$ cat src/aprq_pkg.sv
// ----------------------------------------------------------------------------
// aprq_pkg: shared types and codes of the aging priority run queue
// Request and response payloads, queue entry and the per-cell control word.
// ----------------------------------------------------------------------------
package aprq_pkg;

    localparam logic       ACT_INSERT = 1'b0;
    localparam logic       ACT_RUN    = 1'b1;

    localparam logic [2:0] ST_INSERTED = 3'd0;
    localparam logic [2:0] ST_REQUEUED = 3'd1;
    localparam logic [2:0] ST_FINISHED = 3'd2;
    localparam logic [2:0] ST_REJECTED = 3'd3;
    localparam logic [2:0] ST_EMPTY    = 3'd4;

    localparam logic signed [7:0] PRI_MIN = 8'sh80;

    typedef struct packed {
        logic               action;
        logic [7:0]         proc_id;
        logic [7:0]         run_steps;
        logic signed [7:0]  priority_req;
    } t_req;

    typedef struct packed {
        logic [2:0]         status;
        logic [7:0]         sel_id;
        logic signed [7:0]  new_priority;
        logic [7:0]         time_left;
        logic [3:0]         queue_count;
    } t_rsp;

    typedef struct packed {
        logic [7:0]         id;
        logic signed [7:0]  pri;
        logic [7:0]         rtime;
    } t_entry;

    typedef enum logic [1:0] {
        OP_HOLD,
        OP_INSERT,
        OP_REQUEUE,
        OP_POP
    } t_cell_op;

    typedef struct packed {
        t_cell_op           op;
        logic signed [7:0]  key;
        t_entry             ent;
    } t_cell_ctl;

endpackage

$ cat src/aprq_req_if.sv
// ----------------------------------------------------------------------------
// aprq_req_if: request channel
// Valid/ready handshake carrying one queue command per transaction.
// ----------------------------------------------------------------------------
interface aprq_req_if import aprq_pkg::*; ();
    logic valid;
    logic ready;
    t_req data;

    modport source (output valid, output data, input ready);
    modport sink   (input valid, input data, output ready);
endinterface

$ cat src/aprq_rsp_if.sv
// ----------------------------------------------------------------------------
// aprq_rsp_if: response channel
// Valid/ready handshake carrying one result per transaction.
// ----------------------------------------------------------------------------
interface aprq_rsp_if import aprq_pkg::*; ();
    logic valid;
    logic ready;
    t_rsp data;

    modport source (output valid, output data, input ready);
    modport sink   (input valid, input data, output ready);
endinterface

$ cat src/aging_priority_run_queue.sv
// ----------------------------------------------------------------------------
// aging_priority_run_queue: priority run queue with aging on each run
// Response: the result of each accepted request is held in a register.
// Throughput: one request per cycle while the response is taken; every queue
// slot updates in parallel from its neighbors, so an insert or a run updates all slots at once.
// Reset: synchronous active-low reset empties the queue and the response
// register; slot contents are not cleared, only their valid bits.
// ----------------------------------------------------------------------------
module aging_priority_run_queue import aprq_pkg::*; #(
    parameter int QUEUE_DEPTH = 8
) (
    input  logic        i_clk,
    input  logic        i_rst_n,
    aprq_req_if.sink    i_req,
    aprq_rsp_if.source  o_rsp
);

    localparam int CW = $clog2(QUEUE_DEPTH + 1);

    t_entry           w_ent   [QUEUE_DEPTH];
    logic [QUEUE_DEPTH-1:0] w_valid;
    logic [QUEUE_DEPTH-1:0] w_ge;

    t_cell_ctl        w_ctl;
    t_cell_op         w_op;
    t_rsp             w_rsp;
    logic             w_accept;
    logic signed [7:0] w_pri_dec;
    logic [7:0]       w_time_dec;

    logic [CW-1:0]    r_count, n_count;
    t_rsp             r_out;
    logic             r_out_valid;

    assign i_req.ready = !r_out_valid || o_rsp.ready;
    assign w_accept    = i_req.valid && i_req.ready;
    assign o_rsp.valid = r_out_valid;
    assign o_rsp.data  = r_out;

    // aged head entry
    assign w_pri_dec  = (w_ent[0].pri == PRI_MIN) ? PRI_MIN : w_ent[0].pri - 8'sd1;
    assign w_time_dec = (w_ent[0].rtime == 8'd0) ? 8'd0 : w_ent[0].rtime - 8'd1;

    always_comb begin
        w_op            = OP_HOLD;
        w_ctl.key       = i_req.data.priority_req;
        w_ctl.ent.id    = i_req.data.proc_id;
        w_ctl.ent.pri   = i_req.data.priority_req;
        w_ctl.ent.rtime = i_req.data.run_steps;
        n_count         = r_count;
        w_rsp           = '0;
        if (i_req.data.action == ACT_INSERT) begin
            w_rsp.sel_id = i_req.data.proc_id;
            if (w_valid[QUEUE_DEPTH-1] || i_req.data.run_steps == 8'd0) begin
                w_rsp.status = ST_REJECTED;
            end else begin
                w_op               = OP_INSERT;
                n_count            = r_count + CW'(1);
                w_rsp.status       = ST_INSERTED;
                w_rsp.new_priority = i_req.data.priority_req;
                w_rsp.time_left    = i_req.data.run_steps;
            end
        end else if (!w_valid[0]) begin
            w_rsp.status = ST_EMPTY;
        end else begin
            w_ctl.key          = w_pri_dec;
            w_ctl.ent.id       = w_ent[0].id;
            w_ctl.ent.pri      = w_pri_dec;
            w_ctl.ent.rtime    = w_time_dec;
            w_rsp.sel_id       = w_ent[0].id;
            w_rsp.new_priority = w_pri_dec;
            w_rsp.time_left    = w_time_dec;
            if (w_time_dec == 8'd0) begin
                w_op         = OP_POP;
                n_count      = r_count - CW'(1);
                w_rsp.status = ST_FINISHED;
            end else begin
                w_op         = OP_REQUEUE;
                w_rsp.status = ST_REQUEUED;
            end
        end
        w_rsp.queue_count = 4'(n_count);
        w_ctl.op          = w_accept ? w_op : OP_HOLD;
    end

    for (genvar g = 0; g < QUEUE_DEPTH; g++) begin : g_cell
        t_entry w_l_ent, w_r_ent;
        logic   w_l_valid, w_l_ge, w_r_valid, w_r_ge;

        if (g == 0) begin : g_first
            assign w_l_ent   = w_ctl.ent;
            assign w_l_valid = 1'b1;
            assign w_l_ge    = 1'b1;
        end else begin : g_mid_l
            assign w_l_ent   = w_ent[g-1];
            assign w_l_valid = w_valid[g-1];
            assign w_l_ge    = w_ge[g-1];
        end

        if (g == QUEUE_DEPTH - 1) begin : g_last
            assign w_r_ent   = w_ctl.ent;
            assign w_r_valid = 1'b0;
            assign w_r_ge    = 1'b0;
        end else begin : g_mid_r
            assign w_r_ent   = w_ent[g+1];
            assign w_r_valid = w_valid[g+1];
            assign w_r_ge    = w_ge[g+1];
        end

        aprq_cell u_cell (
            .i_clk         (i_clk),
            .i_rst_n       (i_rst_n),
            .i_ctl         (w_ctl),
            .i_head        (g == 0),
            .i_left_ent    (w_l_ent),
            .i_left_valid  (w_l_valid),
            .i_left_ge     (w_l_ge),
            .i_right_ent   (w_r_ent),
            .i_right_valid (w_r_valid),
            .i_right_ge    (w_r_ge),
            .o_ent         (w_ent[g]),
            .o_valid       (w_valid[g]),
            .o_ge          (w_ge[g])
        );
    end

    always_ff @(posedge i_clk) begin
        if (!i_rst_n) begin
            r_count     <= '0;
            r_out_valid <= 1'b0;
        end else begin
            if (w_accept) begin
                r_count     <= n_count;
                r_out_valid <= 1'b1;
            end else if (o_rsp.ready) begin
                r_out_valid <= 1'b0;
            end
        end
        if (w_accept) begin
            r_out <= w_rsp;
        end
    end

endmodule

$ cat src/aprq_cell.sv
// ----------------------------------------------------------------------------
// aprq_cell: one slot of the sorted queue
// Holds one entry, compares it with the broadcast key and picks its next
// value from itself, its neighbors or the broadcast entry.
// ----------------------------------------------------------------------------
module aprq_cell import aprq_pkg::*; (
    input  logic      i_clk,
    input  logic      i_rst_n,
    input  t_cell_ctl i_ctl,
    input  logic      i_head,
    input  t_entry    i_left_ent,
    input  logic      i_left_valid,
    input  logic      i_left_ge,
    input  t_entry    i_right_ent,
    input  logic      i_right_valid,
    input  logic      i_right_ge,
    output t_entry    o_ent,
    output logic      o_valid,
    output logic      o_ge
);

    t_entry r_ent,   n_ent;
    logic   r_valid, n_valid;

    assign o_ent   = r_ent;
    assign o_valid = r_valid;
    assign o_ge    = r_valid && ($signed(r_ent.pri) >= $signed(i_ctl.key));

    always_comb begin
        n_ent   = r_ent;
        n_valid = r_valid;
        unique case (i_ctl.op)
            OP_HOLD: begin
            end
            OP_INSERT: begin
                // entries ahead of the new one stay, the rest move back one
                if (!o_ge) begin
                    n_ent = i_left_ge ? i_ctl.ent : i_left_ent;
                end
                n_valid = r_valid | i_left_valid;
            end
            OP_REQUEUE: begin
                // head leaves, followers move up until the reinsert point
                if (i_right_ge) begin
                    n_ent = i_right_ent;
                end else if (i_head || o_ge) begin
                    n_ent = i_ctl.ent;
                end
            end
            OP_POP: begin
                n_ent   = i_right_ent;
                n_valid = i_right_valid;
            end
        endcase
    end

    always_ff @(posedge i_clk) begin
        if (!i_rst_n) begin
            r_valid <= 1'b0;
        end else begin
            r_valid <= n_valid;
        end
        r_ent <= n_ent;
    end

endmodule
$ cat src/flat_wrapper.sv
// flat-port wrapper written by rule: the top's interface ports become plain ports
module aging_priority_run_queue_flat import aprq_pkg::*;
#(
    parameter int QUEUE_DEPTH = 8
)
  (i_clk, i_rst_n, i_req_valid, i_req_data, i_req_ready, o_rsp_valid, o_rsp_data, o_rsp_ready);
  aprq_req_if i_req_i ();
  aprq_rsp_if o_rsp_i ();
  input  logic i_clk;
  input  logic i_rst_n;
  input wire logic [$bits(i_req_i.valid)-1:0] i_req_valid;
  input wire logic [$bits(i_req_i.data)-1:0] i_req_data;
  output wire logic [$bits(i_req_i.ready)-1:0] i_req_ready;
  output wire logic [$bits(o_rsp_i.valid)-1:0] o_rsp_valid;
  output wire logic [$bits(o_rsp_i.data)-1:0] o_rsp_data;
  input wire logic [$bits(o_rsp_i.ready)-1:0] o_rsp_ready;
  assign i_req_i.valid = i_req_valid;
  assign i_req_i.data = i_req_data;
  assign i_req_ready = i_req_i.ready;
  assign o_rsp_valid = o_rsp_i.valid;
  assign o_rsp_data = o_rsp_i.data;
  assign o_rsp_i.ready = o_rsp_ready;
  aging_priority_run_queue #(.QUEUE_DEPTH(QUEUE_DEPTH)) u_core (.i_clk(i_clk), .i_rst_n(i_rst_n), .i_req(i_req_i), .o_rsp(o_rsp_i));
endmodule
$ cat config.mk
export PLATFORM = sky130hd
export DESIGN_NAME = aging_priority_run_queue_flat
export DESIGN_NICKNAME = d
export VERILOG_FILES = /design/src/aprq_pkg.sv /design/src/aprq_req_if.sv /design/src/aprq_rsp_if.sv /design/src/aging_priority_run_queue.sv /design/src/aprq_cell.sv /design/src/flat_wrapper.sv
export SDC_FILE = /design/constraint.sdc
export NUM_CORES = 1
export LEC_CHECK = 0
export BUFFER_PORTS_ARGS = -buffer_cell sky130_fd_sc_hd__clkbuf_2
export CAP_MARGIN = 40
export CORE_ASPECT_RATIO = 1.2
export CORE_MARGIN = 2
export CORE_UTILIZATION = 59
export DETAILED_ROUTE_END_ITERATION = 6
export GPL_TIMING_DRIVEN = 0
export PLACE_DENSITY = 0.81
export SYNTH_ARGS = -nofsm -noshare
export SYNTH_HDL_FRONTEND = slang
export SYNTH_SLANG_ARGS = --single-unit
$ cat constraint.sdc
create_clock -name i_clk -period 12.6 [get_ports i_clk]
set_clock_uncertainty 0.15 [all_clocks]
set_input_delay 3.15 -clock i_clk [delete_from_list [all_inputs] [get_ports i_clk]]
set_output_delay 3.15 -clock i_clk [all_outputs]
set_load 0.03 [all_outputs]
After elaboration in Yosys (flattened, before gate mapping)
Cells that the tools add are included.
{"block": "word_totals", "ff_bits": 236, "input_bits": 29, "out_inout_bits": 33, "wordCells": 140}
{"block": "op_classes", "add_sub_neg": 4, "magnitude_cmp": 8, "eq_ne": 7, "mux": 54, "bitwise": 7, "n_reduce_logical": 21}
{"cell": "$pmux W24 S3", "n": 8}
{"cell": "$mux W24", "n": 18}
{"cell": "$ge A8 B8 Y1", "n": 8}
{"cell": "$mux W32", "n": 2}
{"cell": "$mux W27", "n": 1}
{"cell": "$logic_not A8 Y1", "n": 3}
{"cell": "$mux W16", "n": 1}
{"cell": "$mux W4", "n": 4}
{"cell": "$mux W8", "n": 2}
{"cell": "$pmux W1 S2", "n": 8}
{"cell": "$mux W2", "n": 5}
{"cell": "$logic_and A1 B1 Y1", "n": 9}
{"cell": "$eq A8 B8 Y1 const B", "n": 1}
{"cell": "$sub A8 B1 Y8 const B", "n": 1}
{"cell": "$sub A8 B2 Y8 const B", "n": 1}
{"cell": "$or A1 B1 Y1", "n": 7}
{"cell": "$ne A2 B2 Y1 const B", "n": 3}
{"cell": "$reduce_and A2 Y1", "n": 3}
{"cell": "$add A4 B1 Y4 const B", "n": 1}
{"cell": "$eq A2 B2 Y1 const B", "n": 2}
{"cell": "$mux W1", "n": 4}
{"cell": "$reduce_bool A2 Y1", "n": 2}
{"cell": "$sub A4 B1 Y4 const B", "n": 1}
{"cell": "$mux W3", "n": 1}
{"cell": "4 further kinds", "n": 5}

Longest topological paths before layout
{"block": "logic_depth", "word_depth": 10, "depth_mapped": 18}

By module
Synthesis repeated with hierarchy kept, for this count alone.
{"block": "unflattened", "hier_cells": 1831, "area_unflattened_um2": 16300.6}
{"mod": "aprq_cell", "instances": 8, "cells_each": 199, "area_each_um2": 1755.4}
{"mod": "aging_priority_run_queue", "instances": 1, "cells_each": 239, "area_each_um2": 2257.2}

Worst setup path before layout
OpenSTA, ideal clock, no wires.
{"block": "synth_path", "kind": "in2reg", "start": "input port o_rsp_ready", "end": "register u_core.g_cell[7].u_cell.r_ent, in the netlist u_core.g_cell[7].u_cell.o_ent[0], enable pin", "setup_ps": 383, "t_arrival_ps": 10728, "required_time_ps": 12067, "path_slack_ps": 1339, "stages": 4, "path_buffers": 0, "path_cell_list": "nand2b_1 nand2_1 a21oi_1 and2_1"}
{"block": "synth_via", "elab_chain_cells": 6, "word_cells_on_any_way": 9}
{"item": "start: declaration", "line": "flat_wrapper.sv:16", "text": "input wire logic [$bits(o_rsp_i.ready)-1:0] o_rsp_ready;"}
{"item": "$logic_or A1 B1 Y1 (*)", "line": "aging_priority_run_queue.sv:35", "text": "assign i_req.ready = !r_out_valid || o_rsp.ready;"}
{"item": "$logic_and A1 B1 Y1 (*)", "line": "aging_priority_run_queue.sv:36", "text": "assign w_accept = i_req.valid && i_req.ready;"}
{"item": "$mux W2 (*)", "line": "aging_priority_run_queue.sv:83", "text": "w_ctl.op = w_accept ? w_op : OP_HOLD;"}
{"item": "$eq A2 B2 Y1 / $eq A2 B1 Y1 (equally long branches)", "line": "aprq_cell.sv:32", "text": "unique case (i_ctl.op)"}
{"item": "$ne A2 B2 Y1 (no source line) / $reduce_bool A3 Y1 (equally long branches)"}
{"item": "$reduce_and A2 Y1 (no source line) (*)"}
{"item": "end signal: assignment", "line": "aprq_cell.sv:63", "text": "r_ent <= n_ent;"}
{"item": "end: declaration", "line": "aprq_cell.sv:22", "text": "t_entry r_ent, n_ent;"}
Every way passes the cells marked *; elsewhere a longest branch is shown, timed or not.
A chain may end at the register's enable or synchronous reset.

==> out/metrics.yaml <==
outcome: "complete, but fails checks"
violations: "DRC"
clk_latency_ps: 560
synth_nets: 1926
min_to: "u_core.o_rsp.valid"
yosysTopAreaCellShare_pct: 40.1
hold_depth: 2
critPathMaxFanout: 15
grt_overflow: 0
yosysWarnings: 0
max-slew-margin-rel_pct: 29.6
period_minus_slack_ps: 8870
antenna_left: 0
post_cts_resized: 0
drv_cap: 0
worstSetupPathType: "in -> reg"
regToRegSetupSlack_ps: 5880
arrival_ps: 9100
finalSetupTns_ps: 0
ys_seq_elements: 236
dp.cells: 2287
coreArea_um2: 27900
fin_crit_sh_pct: 70.4
synth_area_leaders: "edfxtp_1 (40%), ha_1 (5.3%), nand2_1 (4.6%), a21oi_1 (4.4%), mux2i_1 (3.9%)"
grt_pass1_wl_um: 92300
initial_utilization_pct: 59.8
cts_buffers: 27
grt_pass1_vias: 15826
stdcell_area_um2: 18600
areaGrowthSynthToFinish_pct: 11.3
antenna_found_initial: 1
crit_slowest_cell: "clkinv_1"
grt_usage_pct: 41.4
finalPower_mw: 2.14
path_cells: "clkbuf_2 > nand2_1 > clkbuf_1 > a21o_1 > clkinv_1 > ha_1 > o21ai_0 > a31oi_1 > or2_2 > clkbuf_1 > clkbuf_1 > clkbuf_1 > a32oi_1 > o211ai_1"
ys_types: 75
cts_hold_buf: 0
dieHeight_um: 188
stdcell_count: 2335
portBuffers: 61
cts_sinks: 236
tightest_slew_ps: 1060
dpl_cell_area_um2: 17800
gp_congestion: 1.02
rows: 67
setup_violations: 0
first_pass_iters: 7
r2r-start: "u_core.g_cell[0].u_cell.o_ent[10]"
nNetsFinal: 2036
path_common_cell: "clkbuf_1"
path_clk_slew_ps: 70
vias: 16369
clk_root_buffer_cell: "clkbuf_16"
leakage_nw: 7.03
critPathMaxStageDelay_ps: 730
post_cts_buffers: 0
wl_um: 62500
synth-seq-area-share_pct: 41.7
dieWidth_um: 157
reg2reg_to: "u_core.g_cell[6].u_cell.o_ent[3]"
yosysMostFrequentCell: "edfxtp_1"
cts_tree: "built"
synth_edf_count: 223
synth.avg_cell_area_um2: 9.13
grt_max_degree: 28
netlist_area_um2: 16700
avgViaCountPerCell: 7.01
drive_gt1_share_pct: 11.9
startpoint_type: "primary input"
syn-instance-count: 1827
required_ps: 12820
yosysTopAreaCell: "edfxtp_1"
p_per_area_nw_per_um2: 115
place_ws_ps: 3440
setup_ws_ps: 3730
die_area_um2: 29600
synth_ff_type: "edfxtp_1"
ir_drop_uv: 94.7
dp_hpwl_um: 47200
reg2reg_depth: 15
max_freq_mhz: 113
clk_path_buf_depth: 3
synth_async_sr_flop_share_pct: 0
io_pins: 62
avgRoutedWirePerCell_um: 26.8
hp-start: "u_core.o_rsp.valid"
end_kind: "flop"
drtIter0Drc: 2630
drc: 2
rsz0062_at_grt: "false"
synth_commonest_cells: "edfxtp_1 (223), nand2_1 (205), nor2_1 (167), a21oi_1 (145), o21ai_0 (121)"
htree_levels: 1
finalHoldViolCount: 0
hp-class: "reg -> reg"
slew_viol_final: 0
==> final cells by class <==
cell class | count | area, µm²
diodes | 1 | 2.50
plain buffers | 136 | 594
clock buffers | 36 | 749
clock inverters | 11 | 55.1
fillers | 2322 | 9340
inverters | 48 | 180
multi-input cells | 1407 | 8970
flip-flops and latches | 236 | 6960
well taps | 379 | 474
repair buffers | 81 | 591
==> metal layers <==
layer,part of all wire [%],global-route usage [%],vias to the layer above
met2,45,65.7,1361
met3,12,9.29,400
met5,0.046,0,-
met1,35,49.5,7427
li1,-,-,7179
met4,8.4,29.1,2
==> state kept, by name, summed over array words and instances, names as in the netlist <==
signal	count
u_core.g_cell.u_cell.o_ent	192
u_core.g_cell.u_cell.o_valid	8
u_core.o_rsp.data	31
u_core.o_rsp.valid	1
u_core.r_count	4
==> cells in the final DEF (no fill, tap or decap), types with 29 or more instances in the layout <==
master    count
edfxtp_1    223
nand2_1     205
nor2_1      165
a21oi_1     143
o21ai_0     121
clkbuf_1    111
ha_1         70
mux2i_1      65
clkbuf_2     61
nor3_1       54
nand3_1      52
inv_1        47
o211ai_1     40
o22ai_1      36
a211oi_1     32
a22oi_1      31
a21o_1       30
and2_1       29
a31oi_1      29
==> worst max-delay path: cells and delay by family <==
| family | cells | cell delay [ps] |
|---|---|---|
| simple gates | 2 | 620 |
| fa+ha+maj | 1 | 620 |
| buf+inv | 6 | 3030 |
| compound gates | 5 | 1650 |
==> worst max path at each step <==
stage | startpoint | cells after the start | slack (ps) | to
2_1_floorplan | o_rsp_ready | 4 | 1340 | u_core.g_cell[7].u_cell.o_ent[0]
3_3_place_gp | i_req_data[24] | 6 | -2800 | u_core.g_cell[7].u_cell.o_ent[17]
3_5_place_dp | i_req_data[24] | 14 | 3440 | u_core.g_cell[2].u_cell.o_ent[15]
4_1_cts | i_req_data[24] | 14 | 4010 | u_core.g_cell[2].u_cell.o_ent[15]
5_1_grt | i_req_data[24] | 15 | 3710 | u_core.g_cell[6].u_cell.o_ent[3]
6_report | i_req_data[24] | 14 | 3730 | u_core.g_cell[2].u_cell.o_ent[15]
==> metrics by stage <==
step / utilization (%) / hold WS [ps]
2_1_floorplan: - / 341
3_3_place_gp: 62.5 / 364
3_5_place_dp: 63.6 / 383
4_1_cts: 66.5 / 394
5_1_grt: 66.5 / 428
6_report: 66.5 / 390
==> cell families (layout without fill, tap and decap cells) <==
family          after synthesis  count (layout)  synth area share (%)
buf+inv                     184             312                  4.64
mux                          86              86                  5.36
xor+xnor                     11              11                 0.578
fa+ha+maj                    70              70                  5.25
flops                       236             236                  41.7
simple gates                596             596                  16.3
compound gates              644             644                  26.2
other cells                   0               1                     0
==> where the power goes <==
group          switching, mW  internal, mW  total [mW]
Clock                  0.336         0.413       0.749
Combinational          0.273         0.149       0.422
Sequential            0.0404         0.925       0.966
Note: power is estimated with default switching activity, not from simulation.
